==> config.mk <==
export PLATFORM = sky130hd
export DESIGN_NAME = modbus_response_crc_check
export DESIGN_NICKNAME = d
export VERILOG_FILES = /design/src/mbcrc_pkg.sv /design/src/modbus_response_crc_check.sv /design/src/mbcrc_frame.sv
export SDC_FILE = /design/constraint.sdc
export NUM_CORES = 1
export LEC_CHECK = 0
export BUFFER_PORTS_ARGS = -buffer_cell sky130_fd_sc_hd__buf_2
export CAP_MARGIN = 30
export CORE_MARGIN = 2
export CORE_UTILIZATION = 50
export CTS_BUF_LIST = sky130_fd_sc_hd__clkbuf_8
export DETAILED_ROUTE_END_ITERATION = 16
export PLACE_DENSITY = 0.72
export SYNTH_ARGS = -nofsm -noshare
export SYNTH_HDL_FRONTEND = slang
export SYNTH_SLANG_ARGS = --single-unit
==> constraint.sdc <==
create_clock -name i_clk -period 3 [get_ports i_clk]
set_clock_uncertainty 0.15 [all_clocks]
set_input_delay 0.45 -clock i_clk [delete_from_list [all_inputs] [get_ports i_clk]]
set_output_delay 0.45 -clock i_clk [all_outputs]
set_load 0.02 [all_outputs]
==> src/mbcrc_pkg.sv <==
// mbcrc_pkg: types, status codes and the crc-16 byte update for the
// modbus response crc check block
// no dependencies
package mbcrc_pkg;

    localparam int CNT_W = 8;
    localparam int CAP_DEPTH = 8;
    localparam int CAP_FIRST = 3;
    localparam int CAP_LAST = 10;

    localparam logic [15:0] CRC_INIT = 16'hFFFF;
    localparam logic [15:0] CRC_POLY = 16'hA001;
    localparam logic [15:0] CRC_ZERO = 16'h0000;

    localparam logic [1:0] ST_OK = 2'd0;
    localparam logic [1:0] ST_MISMATCH = 2'd1;
    localparam logic [1:0] ST_BAD_CRC = 2'd2;
    localparam logic [1:0] ST_SHORT = 2'd3;

    typedef struct packed {
        logic [1:0]  status;
        logic [15:0] value_a;
        logic [15:0] value_b;
        logic [15:0] value_c;
        logic [15:0] value_d;
    } t_result;

    function automatic logic [15:0] crc_feed(input logic [15:0] crc, input logic [7:0] b);
        logic [15:0] c;
        c = crc ^ {8'h00, b};
        for (int k = 0; k < 8; k++) begin
            if (c[0]) begin
                c = (c >> 1) ^ CRC_POLY;
            end else begin
                c = c >> 1;
            end
        end
        return c;
    endfunction

endpackage

==> src/modbus_response_crc_check.sv <==
// modbus_response_crc_check: top level with input word register, result
// register and mode register
// depends on mbcrc_pkg and mbcrc_frame
//
// usage
// - input channel: one frame byte per word on i_frame_byte, i_last_byte high
//   on the final byte of a modbus rtu response (trailing two bytes are crc)
// - output channel: one word per frame on the last byte: o_status and the
//   big-endian register values o_value_a..o_value_d
// - i_cfg_we / i_cfg_wdata write the four-value mode bit; write only when idle
// - result path: the last byte is held in the input register, then moves
//   into the result register, which raises o_out_valid
// - throughput: one byte per cycle while no final byte waits; the byte-wide
//   crc update sits between the input register and the frame state
// - reset (synchronous, active low) empties both registers, restarts the
//   frame and clears the mode bit
// - when the receiver stalls with a result waiting, non-final bytes keep
//   flowing; only a final byte waits in the input register until the result
//   register frees
module modbus_response_crc_check #(
    parameter int MAX_FRAME_BYTES = 128
) (
    input  logic        i_clk,
    input  logic        i_rst_n,
    input  logic        i_in_valid,
    output logic        o_in_ready,
    input  logic [7:0]  i_frame_byte,
    input  logic        i_last_byte,
    output logic        o_out_valid,
    input  logic        i_out_ready,
    output logic [1:0]  o_status,
    output logic [15:0] o_value_a,
    output logic [15:0] o_value_b,
    output logic [15:0] o_value_c,
    output logic [15:0] o_value_d,
    input  logic        i_cfg_we,
    input  logic        i_cfg_wdata
);

    localparam logic [7:0] MaxCnt = 8'(MAX_FRAME_BYTES);

    logic               r_in_valid;
    logic [7:0]         r_in_byte;
    logic               r_in_last;
    logic               r_mode;
    logic               r_out_valid;
    mbcrc_pkg::t_result r_out;
    mbcrc_pkg::t_result result;
    logic               out_free;
    logic               consume;

    assign out_free = !r_out_valid || i_out_ready;
    assign consume = r_in_valid && (!r_in_last || out_free);
    assign o_in_ready = !r_in_valid || consume;

    always_ff @(posedge i_clk) begin
        if (!i_rst_n) begin
            r_in_valid <= 1'b0;
        end else if (o_in_ready) begin
            r_in_valid <= i_in_valid;
        end
    end

    always_ff @(posedge i_clk) begin
        if (o_in_ready && i_in_valid) begin
            r_in_byte <= i_frame_byte;
            r_in_last <= i_last_byte;
        end
    end

    always_ff @(posedge i_clk) begin
        if (!i_rst_n) begin
            r_mode <= 1'b0;
        end else if (i_cfg_we) begin
            r_mode <= i_cfg_wdata;
        end
    end

    mbcrc_frame #(
        .MAX_CNT (MaxCnt)
    ) u_frame (
        .i_clk     (i_clk),
        .i_rst_n   (i_rst_n),
        .i_consume (consume),
        .i_byte    (r_in_byte),
        .i_last    (r_in_last),
        .i_mode    (r_mode),
        .o_result  (result)
    );

    always_ff @(posedge i_clk) begin
        if (!i_rst_n) begin
            r_out_valid <= 1'b0;
        end else if (consume && r_in_last) begin
            r_out_valid <= 1'b1;
        end else if (i_out_ready) begin
            r_out_valid <= 1'b0;
        end
    end

    always_ff @(posedge i_clk) begin
        if (consume && r_in_last) begin
            r_out <= result;
        end
    end

    assign o_out_valid = r_out_valid;
    assign o_status = r_out.status;
    assign o_value_a = r_out.value_a;
    assign o_value_b = r_out.value_b;
    assign o_value_c = r_out.value_c;
    assign o_value_d = r_out.value_d;

`ifndef NO_ASSERTIONS
    a_last_gives_result: assert property (@(posedge i_clk) disable iff (!i_rst_n)
        consume && r_in_last |=> o_out_valid)
        else $error("final byte consumed without a result");

    a_error_zero_values: assert property (@(posedge i_clk) disable iff (!i_rst_n)
        o_out_valid && o_status != mbcrc_pkg::ST_OK |->
            o_value_a == 16'h0000 && o_value_b == 16'h0000
            && o_value_c == 16'h0000 && o_value_d == 16'h0000)
        else $error("values not cleared on error status");

    a_stall_only_on_last: assert property (@(posedge i_clk) disable iff (!i_rst_n)
        !o_in_ready |-> r_in_valid && r_in_last && o_out_valid && !i_out_ready)
        else $error("input stalled without a blocked final byte");
`endif

endmodule

==> src/mbcrc_frame.sv <==
// mbcrc_frame: per-frame state (running crc, two-byte hold, count, capture)
// and the end-of-frame result logic
// depends on mbcrc_pkg
module mbcrc_frame #(
    parameter logic [7:0] MAX_CNT = 8'd128
) (
    input  logic                 i_clk,
    input  logic                 i_rst_n,
    input  logic                 i_consume,
    input  logic [7:0]           i_byte,
    input  logic                 i_last,
    input  logic                 i_mode,
    output mbcrc_pkg::t_result   o_result
);

    logic [15:0] r_crc;
    logic [15:0] n_crc;
    logic [7:0]  r_held [2];
    logic [mbcrc_pkg::CNT_W-1:0] r_count;
    logic [7:0]  r_cap [mbcrc_pkg::CAP_DEPTH];
    logic [7:0]  n_cap [mbcrc_pkg::CAP_DEPTH];
    logic        cap_en;
    logic [2:0]  cap_off;
    logic [15:0] rx_crc;
    logic [1:0]  status;

    assign n_crc = (r_count >= 8'd2) ? mbcrc_pkg::crc_feed(r_crc, r_held[0]) : r_crc;
    assign cap_en = (r_count < MAX_CNT) && (r_count >= 8'(mbcrc_pkg::CAP_FIRST))
                    && (r_count <= 8'(mbcrc_pkg::CAP_LAST));
    assign cap_off = r_count[2:0] - 3'(mbcrc_pkg::CAP_FIRST);
    assign rx_crc = {i_byte, r_held[1]};

    always_comb begin
        for (int j = 0; j < mbcrc_pkg::CAP_DEPTH; j++) begin
            n_cap[j] = r_cap[j];
        end
        if (cap_en) begin
            n_cap[cap_off] = i_byte;
        end
    end

    always_comb begin
        if (r_count < 8'd2) begin
            status = mbcrc_pkg::ST_SHORT;
        end else if (rx_crc == mbcrc_pkg::CRC_ZERO || rx_crc == mbcrc_pkg::CRC_INIT) begin
            status = mbcrc_pkg::ST_BAD_CRC;
        end else if (rx_crc != n_crc) begin
            status = mbcrc_pkg::ST_MISMATCH;
        end else begin
            status = mbcrc_pkg::ST_OK;
        end
    end

    always_comb begin
        o_result = '0;
        o_result.status = status;
        if (status == mbcrc_pkg::ST_OK) begin
            o_result.value_a = {n_cap[0], n_cap[1]};
            if (i_mode) begin
                o_result.value_b = {n_cap[2], n_cap[3]};
                o_result.value_c = {n_cap[4], n_cap[5]};
                o_result.value_d = {n_cap[6], n_cap[7]};
            end
        end
    end

    always_ff @(posedge i_clk) begin
        if (!i_rst_n || (i_consume && i_last)) begin
            r_crc <= mbcrc_pkg::CRC_INIT;
            r_held[0] <= '0;
            r_held[1] <= '0;
            r_count <= '0;
            for (int j = 0; j < mbcrc_pkg::CAP_DEPTH; j++) begin
                r_cap[j] <= '0;
            end
        end else if (i_consume) begin
            r_crc <= n_crc;
            r_held[0] <= r_held[1];
            r_held[1] <= i_byte;
            if (r_count < MAX_CNT) begin
                r_count <= r_count + 8'd1;
            end
            for (int j = 0; j < mbcrc_pkg::CAP_DEPTH; j++) begin
                r_cap[j] <= n_cap[j];
            end
        end
    end

endmodule

Word-level counts from Yosys, hierarchy flattened:

Memory sizes are Yosys's and may differ from the RTL's.
Index checks and enable logic that the tools add are counted.

* bits in registers: 102
* memory bits (writable): 80
* output and inout port bits: 68
* word-level logic and storage cells: 98
* memories kept: 2

Memory list
* u_frame.r_cap: depth 8, bits a word 8, rd ports 8, clocked after memory_dff 0, write ports 8, RTL line mbcrc_frame.sv:20 `logic [7:0] r_cap [mbcrc_pkg::CAP_DEPTH];`
* u_frame.r_held: depth 2, bits a word 8, rd ports 2, clocked after memory_dff 0, write ports 2, RTL line mbcrc_frame.sv:18 `logic [7:0] r_held [2];`

* $add $sub $neg: 2
* magnitude comparators: 7
* eq/ne operators: 2
* muxes and demuxes: 33
* bitwise operators: 20
* reductions and logical operators: 20

Operators with widths (number)
* $mux 16: 9
* $mux 8: 11
* $bwmux 64: 1
* $mux 64: 1
* $demux 8 s3: 1
* $not 2->3: 8
* $eq 16x16->1 const B: 1
* $ge 8x2->1 const B: 2
* $logic_not 16->1: 1
* $ne 16x16->1: 1
* $xor 16x8->16: 1
* $or 1x1->1: 10
* $add 8x1->8 const B: 1
* $le 8x4->1 const B: 1
* $lt 8x2->1 const B: 1
* $lt 8x8->1 const B: 1
* $mux 1: 8
* $logic_and 1x1->1: 6
* $logic_or 1x1->1: 5
* $ge 4x4->1 const B: 1
* $logic_not 1->1: 4
* $lt 4x1->1 const B: 1
* $mux 2: 2
* $not 3->4: 1
* 4 further kinds: 5

Longest topological paths before layout:

Gate-level depths: netlist of the first run.
An unclocked memory read counts as a cell.

* depth in word-level cells: 25
* mapped depth: 13

Hierarchy:

A second synthesis of the first run with hierarchy kept.

* cells, all modules: 663
* area, all modules: 8446.9 um^2

Modules (own cells, without submodules)
* mbcrc_frame: instances 1, cells an instance 573, area each 6040.8 um^2, sequential area each 2882.8 um^2
* modbus_response_crc_check: instances 1, cells an instance 90, area each 2406.1 um^2, sequential area each 2312.2 um^2

Worst setup path after synthesis of the first run:

Ideal clock, no wire load.

* path kind: input-to-reg
* from: in i_out_ready
* to: mem u_frame.r_cap[0][0], enable pin
* library setup time: 793 ps
* arrival time: 2293 ps
* required time: 2057 ps
* slack: -236 ps
* stages: 3
* buffers on the path: 0
* cells stage by stage: nand2b_1 > o21ai_0 > nand2_1

RTL lines
* start: declaration: RTL line modbus_response_crc_check.sv:30 `input logic i_out_ready,`
* end: declaration: RTL line mbcrc_frame.sv:20

==> results of run 1 <==
## flip-flops by register name, indices dropped and copies added, names as in the netlist
register / cells
r_mode: 1
u_frame.r_cap: 64
r_in_byte: 8
o_out_valid: 1
o_value_c: 16
u_frame.r_count: 8
o_value_d: 16
r_in_valid: 1
o_status: 2
o_value_b: 16
o_value_a: 16
u_frame.r_crc: 16
r_in_last: 1
u_frame.r_held: 16
## cell usage in the layout, fill, tap and decap left out, drive strengths merged, types with 4 or more instances in the layout
cell,count
a21oi,10
a31oi,4
and2,14
and3,4
buf,133
clkbuf,21
dfxtp,27
dlygate4sd3,9
edfxtp,155
inv,17
mux2i,72
nand2,17
nand2b,4
nand3,10
nand4,10
nor2,108
nor3b,48
nor4,6
o22a,9
o22ai,4
xnor2,20
xor2,25
## worst register-to-register path, delay by kind of cell (launching register included)
kind	cells	cell delay (ps)
xor gates and xnor gates	3	970
and+or+nand+nor	3	480
DFF	1	430
buffers and inverters	2	380
AOI/OAI and AO/OA	2	360
## routing by layer
metal / track usage (%) / part of all wire (%)
met1: 30.1 / 44
met2: 33.7 / 49
met3: 5.18 / 6.3
met4: 6.62 / 1.6
met5: 0 / 0
## worst max-delay path by stage
stage,cells past startpoint,slack [ps],to
CTS,9,-4,o_value_b[3]
global route,10,-100,o_value_b[2]
global placement,9,40,o_value_c[7]
detailed placement,9,-30,o_value_b[3]
floorplan,13,140,o_value_c[7]
finish,10,-10,o_value_d[11]
## cell families after synthesis
logic type                 share of synthesized area [%]
adders and majority gates                          0.300
and+or+nand+nor                                     17.2
muxes                                               8.63
buffers and inverters                               2.91
xor gates and xnor gates                            5.54
DFF                                                 62.2
AOI/OAI and AO/OA                                   3.19
## per-stage QoR
stage | util [%] | instance area (um2) | setup WS [ps]
3_3_place_gp | 56.1 | 9240 | 41.9
6_report | 60.8 | 10000 | -11.0
5_1_grt | 60.8 | 10000 | -101
2_1_floorplan | - | 8360 | 139
4_1_cts | 59.5 | 9800 | -3.76
3_5_place_dp | 56.1 | 9240 | -27.8
## power by group through the flow
stage / registers, uW / logic, uW / clock network [uW]
4_1_cts: 2920 / 519 / 1590
3_5_place_dp: 2970 / 493 / 0
5_1_grt: 2930 / 584 / 1670
2_1_floorplan: 2990 / 295 / 0
6_report: 2920 / 541 / 1560
3_3_place_gp: 2970 / 482 / 0
## final cells by class
cell class	instances	share of cell area [%]
Sequential cell	182	51.9
Multi-Input combinational cell	396	30.7
Timing Repair Buffer	146	10.6
Tap cell	220	2.75
Clock buffer	17	2.34
Clock inverter	15	1.31
Inverter	9	0.338
## repair_timing
| item | CTS | global route |
|---|---|---|
| hold endpoints to repair | 9 | 0 |
| setup buffers | 2 | 2 |
| resized for setup | 12 | 16 |
| setup endpoints to repair | 39 | 64 |
| pin swaps | 1 | 5 |
| cloned | 1 | 4 |
| hold buffers | 9 | 0 |
==> impl_metrics.yaml, run 1 <==
status:
  status: "finished with violations"
  violations: "negative setup slack"
grt:
  grt_pass1_wl_mm: 29.1
  grt_pass1_vias: 5448
  grt_remaining_overflow: 0
  grt_util_all_layers_pct: 21.6
  grt_start_max_net_pins: 51
  antenna_found_initial: 0
setup_path:
  r2r-end: "o_value_d[11]"
  cpLargestDelayFamily: "XOR/XNOR gates"
  cp_slowest_cell: "xnor3_2"
  worst-path-buf-inv: 2
  reg2reg_from: "u_frame.r_held[0][4]"
  crit_path_start_kind: "flop"
  cp_max_fo: 18
  worstSetupEndpointType: "flop"
  path_cells: "xnor2_2, xor2_1, xnor3_2, nand3b_1, a2bb2oi_2, o221ai_2, nand4bb_4, buf_12, buf_16, nor3b_2"
  cp_slowest_stage_delay_ps: 530
  crit_arrival_ps: 3070
  reg2regPathDepth: 10
  crit_type: "reg2reg"
  crit_required_ps: 3060
  cp-startpoint: "u_frame.r_held[0][4]"
  r2r_slack_ps: -10
clock_network:
  cts_tree: "yes"
  clk-insertion-delay-late_ps: 470
  htree_levels: 4
  numCtsBuffers: 17
  cts.path.max_buffers: 2
  clkSinkCount: 182
  cts_root_buf: "clkbuf_8"
  clk_pin_slew_ps: 90
die:
  initial_core_util_pct: 50.7
  num_rows: 47
  dieArea_um2: 17800
  core_um2: 16500
  fp.dieH_um: 133
  die_x_um: 133
  ios: 83
timing:
  hold_slack_ps: 108
  period_share_pct: 100
  setup-violations-final: 19
  rsz0062_at_grt: "yes"
  tns_ps: -62.3
  fin_ws_ps: -11.0
  maxSlewHeadroom_pct: 60.6
  report.final.slew_viol_count: 0
  fmax_mhz: 332
  tightestPinTransition_ps: 591
  period_minus_slack_ps: 3010
  finalHoldViolations: 0
synth:
  ys_warn_count: 0
  yosys.area.top_type: "edfxtp_1"
  yosysMostFrequentCell: "edfxtp_1"
  ys_seq_area_share_pct: 62.2
  avgSynthCellArea_um2: 13.3
  syn_nets: 644
  synth_common_cells: "edfxtp_1, nor2_1, mux2i_1, nor3b_2, clkbuf_1"
  ys.flop_type: "edfxtp_1"
  post_synth_instance_area_um2: 8350
  synth_edf_count: 155
  synth_cells: 627
  synth.area.top_cells: "edfxtp_1, mux2i_1, nor3b_2, dfxtp_1, nor2_1"
  postSynthRegisterBits: 182
  synth_top_area_share_pct: 55.7
  async_flop_share_pct: 0
  synth_cell_type_count: 46
hold_path:
  whs_path_depth: 3
  min_to: "r_in_valid"
  hp-start: "i_in_valid"
  hp-class: "in2reg"
placed_design:
  gp_congestion: 0.957
  placedCellCount: 935
  dp_hpwl_mm: 12.1
  port_buffers: 82
route:
  ant_nets: 0
  wl_per_cell_um: 19.2
  drt-pass1-iter-count: 5
  via_per_inst: 5.45
  routed_wl_mm: 18.9
  drt_iter0_drc: 427
  vias: 5367
  drcViolationCount: 0
layout:
  drive_above_1_share_pct: 31.0
  areaGrowthSynthToFinish_pct: 19.8
  final_cells: 985
  register_area_um2: 5190
  fin_nets: 769
  fillers: 1313
  multiInputGateArea_um2: 3080
  n_antenna_cell: 0
pwr:
  power_uw: 5020
  switching_power_uw: 1280
  comb_power_share_pct: 10.8
  p_seq_share_pct: 58.1
  p_per_area_nw_per_um2: 502
  total_leakage_power_uw: 0.00381
  p_int_uw: 3740
  clkPwrFrac_pct: 31.1
  peakVddDrop_uv: 296
  swShare_pct: 25.6
flow_run:
  maxCapViolCount: 0
Note: power is estimated with default switching activity, not from simulation.
==> inputs of run 2 (changes only) <==
Settings changed: PLACE_DENSITY 0.72 to default, PLACE_DENSITY_LB_ADDON from default to 0.3.
==> run 2 against run 1 <==
Net effect: highest routed layer unchanged; setup slack got worse by 2.1 ps; core utilization fell by 0.45 points; worst hold slack got worse by 81 ps; clock power increased by 9.6%; non-clock buffer count is 7 higher; design area is 0.74% lower; global-route usage about the same; the run still ends with negative setup slack left; sequential cell count unchanged; via count fell by 0.75%; total power rose by 3.1%; register-to-register slack about the same; sequential share of layout area rose by 0.40 points.
==> impl_metrics.yaml, run 2 (synthesized netlist as in run 1, its figures left out) <==
layout:
  fin_nets: 776
  n_antenna_cell: 0
  final_area_um2: 9940
  top_register: "u_frame.r_cap"
  fillers: 1325
  areaGrowthSynthToFinish_pct: 18.9
  multiInputGateArea_um2: 3010
  final_cell_mix: "edfxtp_1, nor2_1, buf_2"
  layout_commonest_cell: "edfxtp_1"
  register_area_um2: 5200
  largest_register_ffs: 64
  drive_above_1_share_pct: 30.9
setup_path:
  crit_top_cell: "buf_12"
  crit_arrival_ps: 3070
  crit_required_ps: 3060
  cp_slowest_cell: "xnor3_2"
  cp_max_fo: 19
  crit_type: "reg2reg"
  path_cells: "xor2_2, xor2_1, xnor3_2, nand3b_1, a2bb2oi_2, o221ai_2, nand4bb_4, buf_12, buf_12, nor3b_2"
  worstSetupEndpointType: "flop"
  cp_slowest_stage_delay_ps: 530
  crit_path_start_kind: "flop"
timing:
  maxSlewHeadroom_pct: 59.0
  finalHoldViolations: 0
  setup-violations-final: 11
  fin_ws_ps: -13.1
  period_minus_slack_ps: 3010
  period_share_pct: 100
  rsz0062_at_grt: "yes"
  report.final.slew_viol_count: 0
  fmax_mhz: 332
  tightestPinTransition_ps: 615
  hold_slack_ps: 27.2
placed_design:
  gp_congestion: 0.870
  placed_area_um2: 9370
  dp_hpwl_mm: 12.4
  port_buffers: 82
clock_network:
  cts_tree: "yes"
  htree_levels: 4
  cts.path.max_buffers: 2
  clk_pin_slew_ps: 90
  cts_root_buf: "clkbuf_8"
  numCtsBuffers: 17
  clkSinkCount: 182
  clk-insertion-delay-late_ps: 460
pwr:
  peakVddDrop_uv: 278
  total_leakage_power_uw: 0.00376
  p_per_area_nw_per_um2: 521
grt:
  grt_pass1_wl_mm: 29.0
  antenna_found_initial: 0
  grt_start_max_net_pins: 49
  grt_util_all_layers_pct: 21.6
  grt_remaining_overflow: 0
  grt_pass1_vias: 5398
die:
  initial_core_util_pct: 50.7
  fp.dieH_um: 133
  num_rows: 47
  ios: 83
  core_um2: 16500
  dieArea_um2: 17800
  die_x_um: 133
status:
  status: "finished with violations"
  violations: "negative setup slack"
route:
  drt-pass1-iter-count: 5
  via_per_inst: 5.38
  ant_nets: 0
  routed_wl_mm: 18.4
  drt_iter0_drc: 388
  drcViolationCount: 0
  vias: 5327
  wl_per_cell_um: 18.6
hold_path:
  hp-class: "in2reg"
flow_run:
  maxCapViolCount: 0
## run 2: metal layers
metal / track usage, % / up-vias / routed length [um]
met5: 0 / - / 0
met4: 6.68 / 0 / 280
met3: 5.10 / 27 / 1150
met2: 33.5 / 171 / 8550
met1: 30.4 / 2608 / 8410
li1: - / 2521 / -
## run 2: critical path: cells and delay by family (launching register included)
kind	cells	cell delay, ps
AND/OR/NAND/NOR	3	480
flip-flops	1	420
AO/OA/AOI/OAI	2	360
XOR/XNOR	3	960
buffers and inverters	2	380
## run 2: power by group
part | leakage [uW] | switching (uW) | internal, uW
sequential | 0.00172 | 69.3 | 2850
combinational | 0.00183 | 315 | 233
clock | 0.000208 | 882 | 830
total | 0.00376 | 1270 | 3910
## run 2: worst paths after layout
check	endpoint	slack (ps)	start	depth (start not counted)
worst max register to register	o_value_c[11]	-10	u_frame.r_held[0][3]	10
worst min register to register	u_frame.r_crc[15]	390	u_frame.r_crc[15]	2
worst min-delay path	r_in_byte[7]	30	i_frame_byte[7]	1
worst max-delay path	o_value_c[11]	-10	u_frame.r_held[0][3]	10
## run 2: layout make-up
cell class | count | share of cell area [%]
well taps | 220 | 2.77
repair buffers | 153 | 10.2
clock buffers | 17 | 2.35
inverters | 9 | 0.340
multi-input cells | 396 | 30.3
flip-flops and latches | 182 | 52.3
clock inverters | 14 | 1.75
## run 2: stage by stage
step                      setup WS (ps)  TNS [ps]  utilization, %  std cells  power, uW
after global placement            -9.25     -82.9            56.9        951       3470
final                             -13.1     -58.9            60.3        991       5180
after CTS                          3.09         0            60.0        988       5170
after detailed placement          -53.9      -954            56.9        951       3480
after global routing               -112     -5310            60.3        991       5360
after floorplan                     139         0               -        627       3280
## run 2: repair_timing
| item | CTS | global route |
|---|---|---|
| hold endpoints to repair | 6 | 0 |
| hold buffers | 6 | 0 |
| pin swaps | 1 | 0 |
| gates resized for setup | 6 | 9 |
| setup buffers | 0 | 3 |
| endpoints found under the setup margin | 59 | 61 |
==> inputs of run 3 (changes only) <==
Settings changed: ABC_AREA from default to 1, RECOVER_POWER from default to 25.
==> run 3 against run 2 <==
Net effect: the run now ends clean; first-iteration DRC count grew 78%; clock-buffer cell count is the same; via count grew 17%; global-route usage grew 0.65 points; critical path depth shrank 2; sequential cell count is the same; combinational power shrank 2%; sequential share of layout area grew 3.5 points; setup slack gained 300 ps; die area shrank 2.2%; clock power shrank 4%; final cell count grew 21%; critical path type unchanged; largest cell class unchanged; largest power group unchanged; highest routed layer unchanged.
==> impl_metrics.yaml, run 3 <==
status:
  status: "complete, no violations"
synth:
  synth_edf_count: 155
  postSynthRegisterBits: 182
  post_synth_instance_area_um2: 8160
  async_flop_share_pct: 0
  yosys.area.top_type: "edfxtp_1"
  synth.area.top_cells: "edfxtp_1, nor2_1, nand2_1, dfxtp_1, a21oi_1"
  ys_seq_area_share_pct: 63.6
  synth_cell_type_count: 29
  syn_nets: 876
  ys_warn_count: 0
  ys.flop_type: "edfxtp_1"
  synth_top_area_share_pct: 57.0
  avgSynthCellArea_um2: 9.50
  synth_cells: 859
  yosysMostFrequentCell: "nor2_1"
  synth_common_cells: "nor2_1, nand2_1, edfxtp_1, inv_1, a21oi_1"
setup_path:
  reg2regPathDepth: 8
  cp_slowest_stage_delay_ps: 540
  crit_required_ps: 3070
  crit_type: "reg2reg"
  r2r_slack_ps: 290
  worstSetupEndpointType: "flop"
  reg2reg_from: "u_frame.r_count[0]"
  crit_arrival_ps: 2780
  crit_path_start_kind: "flop"
  crit_top_cell: "nor2_1"
  path_cells: "inv_1, ha_1, o311ai_0, nor2_1, nand2_1, nor2_1, a21oi_1, nor2_1"
  r2r-end: "o_value_a[9]"
  cp_slowest_cell: "o311ai_0"
  cp_max_fo: 16
hold_path:
  whs_path_depth: 3
  min_to: "r_in_valid"
  hp-class: "in2reg"
  hp-start: "i_in_valid"
route:
  via_per_inst: 5.22
  drt_iter0_drc: 689
  wl_per_cell_um: 15.7
  routed_wl_mm: 18.8
  drcViolationCount: 0
  vias: 6248
  ant_nets: 0
  drt-pass1-iter-count: 7
grt:
  grt_remaining_overflow: 0
  grt_pass1_wl_mm: 30.2
  antenna_found_initial: 1
  top_usage_layer: "met2"
  met3_usage_pct: 5.04
  grtUsageMet1_pct: 30.8
  grt_pass1_vias: 5782
  grt_start_max_net_pins: 66
  use_met2_pct: 34.7
  grt_util_all_layers_pct: 22.2
timing:
  tns_ps: 0
  period_share_pct: 90.4
  finalHoldViolations: 0
  period_minus_slack_ps: 2710
  fin_ws_ps: 289
  report.final.slew_viol_count: 0
  tightestPinTransition_ps: 860
  maxSlewHeadroom_pct: 42.7
  setup-violations-final: 0
  hold_slack_ps: 107
  fmax_mhz: 369
  rsz0062_at_grt: "no"
die:
  num_rows: 46
  initial_core_util_pct: 51.2
  core_um2: 15900
  dieArea_um2: 17400
  ios: 83
  fp.dieH_um: 132
  die_x_um: 132
layout:
  largest_register_ffs: 64
  drive_above_1_share_pct: 10.1
  layout_commonest_cell: "nor2_1"
  fin_util_pct: 58.4
  top_register: "u_frame.r_cap"
  final_cell_mix: "nor2_1, nand2_1, edfxtp_1"
  fin_nets: 983
  areaGrowthSynthToFinish_pct: 14.1
placed_design:
  dp_hpwl_mm: 12.3
  port_buffers: 82
  gp_congestion: 0.920
  place_ws_ps: 203
clock_network:
  clkSinkCount: 182
  numCtsBuffers: 17
  clk_pin_slew_ps: 90
  cts_tree: "yes"
  clk-insertion-delay-late_ps: 470
  cts_root_buf: "clkbuf_8"
  cts.path.max_buffers: 2
  htree_levels: 4
pwr:
  p_per_area_nw_per_um2: 546
  comb_power_share_pct: 10.6
  p_seq_share_pct: 57.3
  swShare_pct: 26.1
  total_leakage_power_uw: 0.00385
  clkPwrFrac_pct: 32.2
  switching_power_uw: 1330
  p_int_uw: 3760
  peakVddDrop_uv: 338
flow_run:
  maxCapViolCount: 0
## run 3: cell types whose count changed in the layout (fill, tap and decap cells not counted), moves of 59 or more
cell	delta
nand2_1	+156
nor2_1	+97
clkbuf_1	+68
buf_2	-67
mux2i_1	-64
a21oi_1	+59
inv_1	+59
## run 3: final cells by class
type | instances | area, um2
fillers | 1424 | 6630
flip-flops and latches | 182 | 5190
multi-input cells | 571 | 2530
repair buffers | 115 | 631
inverters | 79 | 298
well taps | 216 | 270
clock buffers | 17 | 234
clock inverters | 15 | 153
diodes | 1 | 2.50
## run 3: logic make-up after synthesis
logic type               after synthesis  share of synthesized area (%)
AND/OR/NAND/NOR                      462                           23.2
flip-flops                           182                           63.6
buffers and inverters                106                           5.44
AO/OA/AOI/OAI                         98                           6.28
multiplexers                           8                          0.981
adder cells (fa/ha/maj)                2                          0.307
XOR/XNOR                               1                          0.107
## run 3: power groups by stage
| stage | sequential [uW] | combinational, uW | clock, uW |
|---|---|---|---|
| after floorplan | 2970 | 356 | 0 |
| after global placement | 2960 | 503 | 0 |
| after detailed placement | 2970 | 511 | 0 |
| after CTS | 2910 | 524 | 1660 |
| after global routing | 2920 | 602 | 1770 |
| final | 2910 | 537 | 1640 |
## run 3: how the worst max path moves through the flow
stage	from	endpoint	depth (start not counted)
after floorplan	o_out_valid	u_frame.r_crc[10]	10
after global placement	u_frame.r_count[7]	o_value_b[10]	18
after detailed placement	u_frame.r_count[7]	o_value_b[10]	18
after CTS	u_frame.r_count[7]	o_value_b[10]	18
after global routing	u_frame.r_held[0][1]	o_value_b[8]	20
final	u_frame.r_count[0]	o_value_a[9]	8
## run 3: layer usage
layer | wire length [um] | up-vias
met3 | 1250 | 41
li1 | - | 3058
met5 | 0 | -
met2 | 8750 | 227
met4 | 573 | 0
met1 | 8200 | 2922
## run 3: timing repair
| action | in CTS | in global routing |
|---|---|---|
| setup buffers | 0 | 3 |
| endpoints found under the setup margin | 0 | 55 |
| hold endpoints to repair | 10 | 0 |
| gates resized for setup | 0 | 2 |
| hold buffers | 10 | 0 |
## run 3: stage by stage
step           power [uW]  instances  area, um2
2_1_floorplan        3320        859       8160
3_3_place_gp         3470       1150       8870
3_5_place_dp         3480       1150       8870
4_1_cts              5100       1192       9360
5_1_grt              5290       1196       9320
6_report             5090       1196       9320
## run 3: critical path: cells and delay by family (launching register included)
family | cells | cell delay [ps]
simple gates | 4 | 870
compound gates | 2 | 730
flops | 1 | 370
fa+ha+maj | 1 | 220
buf+inv | 1 | 120
